### src/cbtq_pkg.sv
`default_nettype none
// ---------------------------------------------------------------------------
// cbtq_pkg
// Shared types and constants for the button and trigger qualifier.
// ---------------------------------------------------------------------------
package cbtq_pkg;

  localparam int unsigned MASK_W = 64;
  localparam int unsigned TRIG_W = 8;
  localparam int unsigned IDX_W  = 6;

  // dead zone after reset (about 0.1 of full scale)
  localparam logic [TRIG_W-1:0] DEAD_ZONE_RST = 8'd26;
  // trigger scale end points: 0.0 and 1.0
  localparam logic [TRIG_W-1:0] TRIG_ZERO = 8'd0;
  localparam logic [TRIG_W-1:0] TRIG_FULL = 8'd255;

  // one poll word
  typedef struct packed {
    logic [MASK_W-1:0] pressed_mask;
    logic [MASK_W-1:0] touched_mask;
    logic [TRIG_W-1:0] trigger_value;
    logic              sensor_valid;
    logic [IDX_W-1:0]  button_index;
  } in_word_t;

  // one result word
  typedef struct packed {
    logic pressed;
    logic press_down;
    logic press_up;
    logic touched;
    logic touch_down;
    logic touch_up;
    logic hair_active;
    logic hair_down;
    logic hair_up;
  } out_word_t;

endpackage
`default_nettype wire

### src/cbtq_core.sv
`default_nettype none
// ---------------------------------------------------------------------------
// cbtq_core
// Poll state (previous masks, hair-trigger latch, tracked limit, dead zone)
// and the single-pass logic that turns one poll word into one result word.
// ---------------------------------------------------------------------------
module cbtq_core (
  input  wire logic                       clk,
  input  wire logic                       rst_n,
  input  wire logic                       adv,
  input  wire cbtq_pkg::in_word_t         item,
  input  wire logic                       cfg_we,
  input  wire logic [cbtq_pkg::TRIG_W-1:0] cfg_wdata,
  output cbtq_pkg::out_word_t             result
);

  logic [cbtq_pkg::MASK_W-1:0] last_pressed_r, last_touched_r;
  logic                        latch_now_r, latch_before_r;
  logic [cbtq_pkg::TRIG_W-1:0] limit_r, dead_zone_r;

  logic                        mask_change;
  logic                        latch_nxt;
  logic [cbtq_pkg::TRIG_W-1:0] limit_nxt;
  logic [cbtq_pkg::TRIG_W:0]   v_plus_dz, lim_plus_dz;
  logic                        p_now, p_was, t_now, t_was;
  logic                        lat_new, lat_old, vld;

  // latch evaluation; compares kept 9 bits wide so limit +/- dead zone never wraps
  always_comb begin
    mask_change = (item.pressed_mask != last_pressed_r);
    v_plus_dz   = {1'b0, item.trigger_value} + {1'b0, dead_zone_r};
    lim_plus_dz = {1'b0, limit_r} + {1'b0, dead_zone_r};
    if (latch_now_r) begin
      latch_nxt = !((v_plus_dz < {1'b0, limit_r}) ||
                    (item.trigger_value == cbtq_pkg::TRIG_ZERO));
    end else begin
      latch_nxt = ({1'b0, item.trigger_value} > lim_plus_dz) ||
                  (item.trigger_value == cbtq_pkg::TRIG_FULL);
    end
    if (latch_nxt) begin
      limit_nxt = (item.trigger_value > limit_r) ? item.trigger_value : limit_r;
    end else begin
      limit_nxt = (item.trigger_value < limit_r) ? item.trigger_value : limit_r;
    end
  end

  // level and edge results for the queried button
  always_comb begin
    p_now   = item.pressed_mask[item.button_index];
    p_was   = last_pressed_r[item.button_index];
    t_now   = item.touched_mask[item.button_index];
    t_was   = last_touched_r[item.button_index];
    lat_new = mask_change ? latch_nxt : latch_now_r;
    lat_old = mask_change ? latch_now_r : latch_before_r;
    vld     = item.sensor_valid;

    result.pressed     = vld & p_now;
    result.press_down  = vld & p_now & ~p_was;
    result.press_up    = vld & ~p_now & p_was;
    result.touched     = vld & t_now;
    result.touch_down  = vld & t_now & ~t_was;
    result.touch_up    = vld & ~t_now & t_was;
    result.hair_active = vld & lat_new;
    result.hair_down   = vld & lat_new & ~lat_old;
    result.hair_up     = vld & ~lat_new & lat_old;
  end

  // state update, once per word that moves to the result register; dead zone written on cfg_we
  always_ff @(posedge clk) begin
    if (!rst_n) begin
      last_pressed_r <= '0;
      last_touched_r <= '0;
      latch_now_r    <= 1'b0;
      latch_before_r <= 1'b0;
      limit_r        <= '0;
      dead_zone_r    <= cbtq_pkg::DEAD_ZONE_RST;
    end else begin
      if (cfg_we) begin
        dead_zone_r <= cfg_wdata;
      end
      if (adv) begin
        last_pressed_r <= item.pressed_mask;
        last_touched_r <= item.touched_mask;
        if (mask_change) begin
          latch_before_r <= latch_now_r;
          latch_now_r    <= latch_nxt;
          limit_r        <= limit_nxt;
        end
      end
    end
  end

`ifndef SYNTH
  // latch state moves only on a pressed-mask change
  a_latch_hold: assert property (@(posedge clk) disable iff (!rst_n)
    !(adv && mask_change) |=> $stable({latch_now_r, latch_before_r, limit_r}))
    else $error("latch state changed without a pressed-mask change");

  // an evaluation shifts the old level into latch_before
  a_latch_shift: assert property (@(posedge clk) disable iff (!rst_n)
    (adv && mask_change) |=> (latch_before_r == $past(latch_now_r)))
    else $error("latch_before did not take the prior level");

  // while latched the limit tracks at least the trigger value of that poll
  a_limit_track: assert property (@(posedge clk) disable iff (!rst_n)
    (adv && mask_change && latch_nxt) |=> (limit_r >= $past(item.trigger_value)))
    else $error("tracked limit below trigger value while latched");
`endif

endmodule
`default_nettype wire

### src/controller_button_and_trigger_qualifier.sv
// Path: a word accepted into the input register moves through the core logic into the result
//   register, which drives out_valid; a stall on out_ready holds it in the input register.
// Throughput: one word per cycle when not stalled; the input register and result register form a
//   two-stage pipe that advances whenever the result register is empty or taken.
// Reset (rst_n low, synchronous): both stages empty, previous masks, latch and
//   tracked limit cleared, dead zone set to 26.
`default_nettype none
// ---------------------------------------------------------------------------
// controller_button_and_trigger_qualifier
// Button level/edge detect and hair-trigger latch, one poll word per cycle unless stalled.
// ---------------------------------------------------------------------------
module controller_button_and_trigger_qualifier (
  input  wire logic                        clk,
  input  wire logic                        rst_n,
  input  wire logic                        in_valid,
  output logic                             in_ready,
  input  wire cbtq_pkg::in_word_t          in_data,
  output logic                             out_valid,
  input  wire logic                        out_ready,
  output cbtq_pkg::out_word_t              out_data,
  input  wire logic                        cfg_we,
  input  wire logic [cbtq_pkg::TRIG_W-1:0] cfg_wdata
);

  logic                stg_valid_r;
  cbtq_pkg::in_word_t  stg_data_r;
  logic                out_valid_r;
  cbtq_pkg::out_word_t out_data_r;
  cbtq_pkg::out_word_t core_result;
  logic                adv;

  // stage handshake: a word moves on when the result register is free or drained
  assign adv      = stg_valid_r && (!out_valid_r || out_ready);
  assign in_ready = !stg_valid_r || adv;

  // input register
  always_ff @(posedge clk) begin
    if (!rst_n) begin
      stg_valid_r <= 1'b0;
    end else if (in_ready) begin
      stg_valid_r <= in_valid;
    end
  end

  always_ff @(posedge clk) begin
    if (in_valid && in_ready) begin
      stg_data_r <= in_data;
    end
  end

  cbtq_core u_core (
    .clk       (clk),
    .rst_n     (rst_n),
    .adv       (adv),
    .item      (stg_data_r),
    .cfg_we    (cfg_we),
    .cfg_wdata (cfg_wdata),
    .result    (core_result)
  );

  // result register
  always_ff @(posedge clk) begin
    if (!rst_n) begin
      out_valid_r <= 1'b0;
    end else if (adv) begin
      out_valid_r <= 1'b1;
    end else if (out_ready) begin
      out_valid_r <= 1'b0;
    end
  end

  always_ff @(posedge clk) begin
    if (adv) begin
      out_data_r <= core_result;
    end
  end

  assign out_valid = out_valid_r;
  assign out_data  = out_data_r;

endmodule
`default_nettype wire

### config.mk
export PLATFORM = sky130hd
export DESIGN_NAME = controller_button_and_trigger_qualifier
export DESIGN_NICKNAME = d
export VERILOG_FILES = /design/src/cbtq_pkg.sv /design/src/cbtq_core.sv /design/src/controller_button_and_trigger_qualifier.sv
export SDC_FILE = /design/constraint.sdc
export NUM_CORES = 1
export LEC_CHECK = 0
export BUFFER_PORTS_ARGS = -buffer_cell sky130_fd_sc_hd__buf_2
export CORE_MARGIN = 5
export CORE_UTILIZATION = 45
export DETAILED_ROUTE_END_ITERATION = 6
export PLACE_DENSITY = 0.64
export SYNTH_ARGS = -nofsm -noshare
export SYNTH_HDL_FRONTEND = slang
export SYNTH_HIERARCHICAL = 1
export SYNTH_SLANG_ARGS = --single-unit
### constraint.sdc
create_clock -name clk -period 9.91 [get_ports clk]
set_input_delay 0.991 -clock clk [delete_from_list [all_inputs] [get_ports clk]]
set_output_delay 0.991 -clock clk [all_outputs]
set_load 0.05 [all_outputs]
==> flow_metrics.tcl, run 1 <==
set metrics [dict create \
    drive_gt1_frac 0.267 \
    synth_area_sq_um 13700 \
    power_density_nw_per_um2 191 \
    synth_edf_count 152 \
    cts_tree "built" \
    syn_avg_cell_area_sq_um 13.6 \
    critical_path_required_ns 10.25 \
    cpMaxStageDelayCell "dfxtp_1" \
    synth_top_area_frac 0.332 \
    ys_warn_count 6 \
    hold_viol 0 \
    grt_pass1_wl_mm 47.0 \
    hpwlAfterDp_mm 21.0 \
    path_class "flop to flop" \
    area_growth_pct 17.3 \
    cts-resized-gates 0 \
    cts_hold_buf 0 \
    period_needed_ns 3.60 \
    fin_crit_sh 0.363 \
    cap_violations 0 \
    crit_buf_inv 1 \
    cts_max_path_buffers 3 \
    place.port_buffers 166 \
    status "completed" \
    clkTransAtPathRegs_ns 0.06 \
    cp.arrival_ns 3.94 \
    dieArea_sq_um 34100 \
    fin_nets 1365 \
    routedWlPerCell_um 19.0 \
    coreArea_sq_um 30300 \
    worstSkewPairLatency_ns 0.52 \
    gp_congestion 0.879 \
    viasPerCell 5.34 \
    post_cts_buffers 0 \
    rows 64 \
    hold_class "flop to flop" \
    final_antenna_net_count 0 \
    use_met2 0.271 \
    grt_max_degree 142 \
    die_y_um 185 \
    path_cells "ha_1, inv_1, fa_1, nor2b_1, o31a_1, o21ai_0, nand2b_1, xnor2_1, ha_1, a21o_1, a21oi_1, o2111ai_1, nand4_1, o211ai_2, or3b_1, a21boi_0" \
    use_met3 0.0348 \
    clock-sinks 300 \
    vdd_drop_max_mv 0.146 \
    vias 8509 \
    die_x_um 185 \
    routed_wl_mm 30.2 \
    final_cell_mix "buf_2, edfxtp_1, mux2i_1" \
    initial_core_util 0.453 \
    grt_pass1_vias 8508 \
    synth_area_leader_cell "edfxtp_1" \
    dp_slack_ns 6.30 \
    first_pass_iters 5 \
    synthCells 1008 \
    worstSetupEndpointType "flop" \
    drt_first_iter_violations 588 \
    cts_made_buffers 35 \
    use_met1 0.254 \
    grt.overflow.total 0 \
    tightest_slew_ns 1.10 \
    syn_nets 1205 \
    setup_viol 0 \
    critPathTopFamily "compound AO/OA/AOI/OAI gates" \
    h-tree-depth 2 \
    synthFlopType "edfxtp_1" \
    rsz0062_at_grt "no" \
    synth-async-reset-ratio 0 \
    final_common_cell "buf_2" \
    ys_seq_elements 300 \
    leakagePower_nw 6.08 \
    ys_top_cells_by_area "edfxtp_1, dfxtp_1, mux4_2, mux2i_1, xnor2_1" \
    relSlewSlack 0.267 \
    finalMaxSlewViolations 0 \
    gr-max-usage-layer "met2" \
    drc 0 \
    cts_root_buf "clkbuf_16" \
    antenna_found_initial 2 \
    cpMostUsedCell "ha_1" \
    io-pin-count 167 \
    gr-usage-all-layers 0.175 \
    yosysSeqAreaShare 0.548 \
    fmax_ghz 0.278 \
    setup_tns_ns 0 \
    critPathMaxStageDelay_ns 0.40 \
    startpoint_type "flop" \
    critPathMaxFanout 5 \
    skew_ns 0.0174 \
    yosys.cell_types.count 51 \
    fin_ws_ns 6.31 \
]
registers in the layout (all words and copies together) (netlist names):
| register | flops |
|---|---|
| out_data | 9 |
| u_core/latch_before_r | 1 |
| u_core/last_pressed_r | 64 |
| stg_valid_r | 1 |
| u_core/last_touched_r | 64 |
| u_core/limit_r | 8 |
| u_core/latch_now_r | 1 |
| u_core/dead_zone_r | 8 |
| out_valid | 1 |
| stg_data_r | 143 |
metrics by stage:
step	hold slack, ns	instance area, sq um	cells	utilization	power, mW
global route	0.513	16100	1592	0.531	3.22
finish	0.489	16100	1592	0.531	3.08
CTS	0.493	16100	1591	0.531	3.12
floorplan	0.450	13700	1008	-	1.72
global placement	0.469	15000	1527	0.493	1.83
detailed placement	0.477	15000	1527	0.493	1.83
synthesized netlist by cell type, types with 2 or more instances:
cell type / instances
edfxtp_1: 152
mux2i_1: 149
dfxtp_1: 148
nor2_1: 143
mux4_2: 80
xnor2_1: 70
ha_1: 39
nand2_1: 31
clkbuf_1: 24
nand4_1: 22
inv_1: 19
buf_1: 18
a21oi_1: 14
o21ai_0: 8
a21o_1: 6
nand2b_1: 6
nor2b_1: 6
buf_2: 5
o211ai_1: 5
nand3_1: 4
nor3_1: 4
nor4_1: 4
o22ai_1: 4
xor2_1: 4
a211oi_1: 3
buf_4: 3
o21a_1: 3
o21ai_1: 3
a211o_1: 2
a21boi_0: 2
a31oi_1: 2
and2_1: 2
fa_1: 2
mux2_2: 2
o21bai_1: 2
or4_1: 2
cell type report:
cell class              instances  area, sq um
diodes                          1         2.50
clock buffers                  46          967
clock inverters                18          206
fillers                      2533        14200
inverters                      20         77.6
multi-input cells             637         5950
flip-flops and latches        300         7530
well taps                     396          495
repair buffers                174          903
worst paths after layout:
check / start / to / slack, ns / cells after the start
min reg2reg: u_core/last_touched_r[10]$_SDFFE_PN0P_ / u_core/last_touched_r[10]$_SDFFE_PN0P_ / 0.49 / 2
min: u_core/last_touched_r[10]$_SDFFE_PN0P_ / u_core/last_touched_r[10]$_SDFFE_PN0P_ / 0.49 / 2
max: u_core/limit_r[0]$_SDFFE_PN0P_ / out_data[0]$_DFFE_PP_ / 6.31 / 16
max reg2reg: u_core/limit_r[0]$_SDFFE_PN0P_ / out_data[0]$_DFFE_PP_ / 6.31 / 16
kinds of logic (layout without fill, tap and decap cells):
family          Yosys count  count (layout)  share of synthesized area
fa+ha+maj                41              41                     0.0384
simple gates            230             230                     0.0744
flops                   300             300                      0.548
other cells               0               1                          0
buf+inv                  71             258                     0.0212
compound gates           60              60                     0.0285
mux                     232             232                      0.243
xor+xnor                 74              74                     0.0471
worst min-delay path, delay by kind of cell (launching register included):
family | cells | cell delay (ns)
flops | 1 | 0.32
simple gates | 1 | 0.07
mux | 1 | 0.06
report_power, final:
group          internal (mW)  total [mW]  switching, mW
logic                  0.182       0.364          0.183
clock network          0.774        1.28          0.503
registers               1.38        1.44         0.0592
layer usage:
| metal | vias to the layer above | wire length, um |
|---|---|---|
| met5 | - | 13 |
| met4 | 2 | 710 |
| met3 | 50 | 1820 |
| met2 | 231 | 13900 |
| met1 | 4147 | 13800 |
| li1 | 4079 | - |
No activity file was read; power rests on OpenSTA's default activity.
==> run 2, diff against run 1 <==
==> constraint.sdc (replaced) <==
create_clock -name clk -period 3.35 [get_ports clk]
set_input_delay 0.335 -clock clk [delete_from_list [all_inputs] [get_ports clk]]
set_output_delay 0.335 -clock clk [all_outputs]
set_load 0.05 [all_outputs]
==> run 2 against run 1 <==
Effect of this change:
- design area increased by 8.8%
- largest power group unchanged
- fmax increased by 12%
- clock power increased to 2.8 times the previous value
- worst setup slack got worse by 6.2 ns
- critical path depth decreased by 3
- die area unchanged
- sequential power increased to 3.0 times the previous value
==> flow_metrics.tcl, run 2 (synthesized netlist as in run 1, its figures left out) <==
set metrics [dict create \
    status "completed" \
    antenna_cells 0 \
    h-tree-depth 2 \
    cts_tree "built" \
    cts_max_path_buffers 3 \
    drive_gt1_frac 0.270 \
    setup_tns_ns 0 \
    setup_viol 0 \
    critical_path_required_ns 3.71 \
    largest_register_ffs 143 \
    clkTransAtPathRegs_ns 0.05 \
    worstSetupEndpointType "flop" \
    io-pin-count 167 \
    fin_crit_sh 0.960 \
    relSlewSlack 0.294 \
    dieArea_sq_um 34100 \
    hold_class "input pin to flop" \
    leakagePower_nw 6.67 \
    initial_core_util 0.453 \
    drc 0 \
    tightest_slew_ns 1.06 \
    grt_max_degree 101 \
    top_layer_used "met4" \
    gp_congestion 0.879 \
    rows 64 \
    power_density_nw_per_um2 524 \
    routed_wl_mm 33.1 \
    final_common_cell "buf_2" \
    cts_root_buf "clkbuf_16" \
    final_antenna_net_count 0 \
    wl_met3_mm 1.51 \
    die_y_um 185 \
    cap_violations 0 \
    cpMostUsedCell "ha_1" \
    crit_buf_inv 0 \
    area_growth_pct 27.6 \
    skew_ns 0.0209 \
    grt_pass1_wl_mm 51.6 \
    dp_slack_ns -0.115 \
    worstSkewPairLatency_ns 0.51 \
    met2_length_mm 16.2 \
    period_needed_ns 3.21 \
    grt.overflow.total 0 \
    hpwlAfterDp_mm 21.9 \
    critPathTopFamily "compound AO/OA/AOI/OAI gates" \
    die_x_um 185 \
    drt_first_iter_violations 546 \
    cts_made_buffers 34 \
    r2r_slack_ns 0.14 \
    path_cells "ha_1, a21o_1, a21oi_2, o21bai_1, a21oi_1, xnor2_1, ha_1, a2111oi_4, o21ai_1, a31oi_1, o211ai_2, or3b_1, a21boi_2" \
    vdd_drop_max_mv 0.378 \
    critPathMaxStageDelay_ns 0.42 \
    critPathMaxFanout 3 \
    hold_viol 0 \
    routedWlPerCell_um 19.2 \
    clock-sinks 300 \
    fin_ws_ns 0.135 \
    cp.arrival_ns 3.57 \
    placed_cell_area_sq_um 15200 \
    fin_nets 1499 \
    final_cell_mix "buf_2, edfxtp_1, mux2i_1" \
    first_pass_iters 4 \
    reg_top3 "stg_data_r: 143 flops, u_core/last_pressed_r: 64 flops, u_core/last_touched_r: 64 flops" \
    viasPerCell 5.22 \
    antenna_found_initial 0 \
    coreArea_sq_um 30300 \
    cpMaxStageDelayCell "edfxtp_1" \
    startpoint_type "flop" \
    fill_cells 2376 \
    place.port_buffers 166 \
    vias 8993 \
    finalMaxSlewViolations 0 \
    largest-register "stg_data_r" \
    design_area_sq_um 17500 \
    wl_met1_mm 14.5 \
    grt_pass1_vias 9538 \
    gr-usage-all-layers 0.192 \
    path_class "flop to flop" \
    fmax_ghz 0.311 \
]
## run 2: cell count changes in the layout (fill, tap and decap cells not counted), moves of 4 or more
cell           change
dlygate4sd3_1    +113
buf_12             +7
buf_4             +15
clkbuf_1           +4
dfxtp_1            -4
a21oi_2            +5
a21oi_1            -5
## run 2: report_power, final
part	total (mW)	switching, mW	leakage [nW]	internal [mW]
clock network	3.64	1.45	0.536	2.19
logic	1.29	0.608	3.44	0.684
registers	4.26	0.170	2.70	4.09
## run 2: path summary, 6_finish.rpt
check / from / endpoint / depth (start not counted)
hold reg to reg: u_core/last_touched_r[22]$_SDFFE_PN0P_ / u_core/last_touched_r[22]$_SDFFE_PN0P_ / 2
setup reg to reg: stg_data_r[8]$_DFFE_PP_ / out_data[0]$_DFFE_PP_ / 13
hold / removal: in_data[90] / stg_data_r[90]$_DFFE_PP_ / 1
setup / recovery: stg_data_r[8]$_DFFE_PP_ / out_data[0]$_DFFE_PP_ / 13
## run 2: per-stage QoR
stage | hold slack, ns | cells | power [mW] | utilization
floorplan | 0.434 | 1008 | 5.08 | -
finish | 0.0119 | 1723 | 9.19 | 0.578
global route | 0.000150 | 1723 | 9.58 | 0.578
detailed placement | 0.476 | 1543 | 5.47 | 0.500
CTS | 0.000610 | 1713 | 9.22 | 0.572
global placement | 0.465 | 1543 | 5.44 | 0.500
## run 2: final cells by class
type	count	area [sq um]	share of cell area
Sequential cell	300	7540	0.430
Multi-Input combinational cell	637	6050	0.345
Timing Repair Buffer	309	2290	0.130
Clock buffer	47	930	0.0530
Tap cell	396	495	0.0282
Clock inverter	14	165	0.00942
Inverter	20	77.6	0.00442
## run 2: layer usage
metal / global-route usage / vias to the layer above
met2: 0.322 / 220
met1: 0.261 / 4378
met4: 0.0546 / 0
met5: 0 / -
li1: - / 4332
met3: 0.0291 / 63
## run 2: timing repair
item / 4_1_cts / 5_1_grt
buffers inserted: 2 / 4
resized for setup: 3 / 27
pin swaps: 2 / 13
hold buffers: 107 / 6
endpoints found under the hold margin: 107 / 6
setup endpoints to repair: 10 / 12
gates cloned: 0 / 0
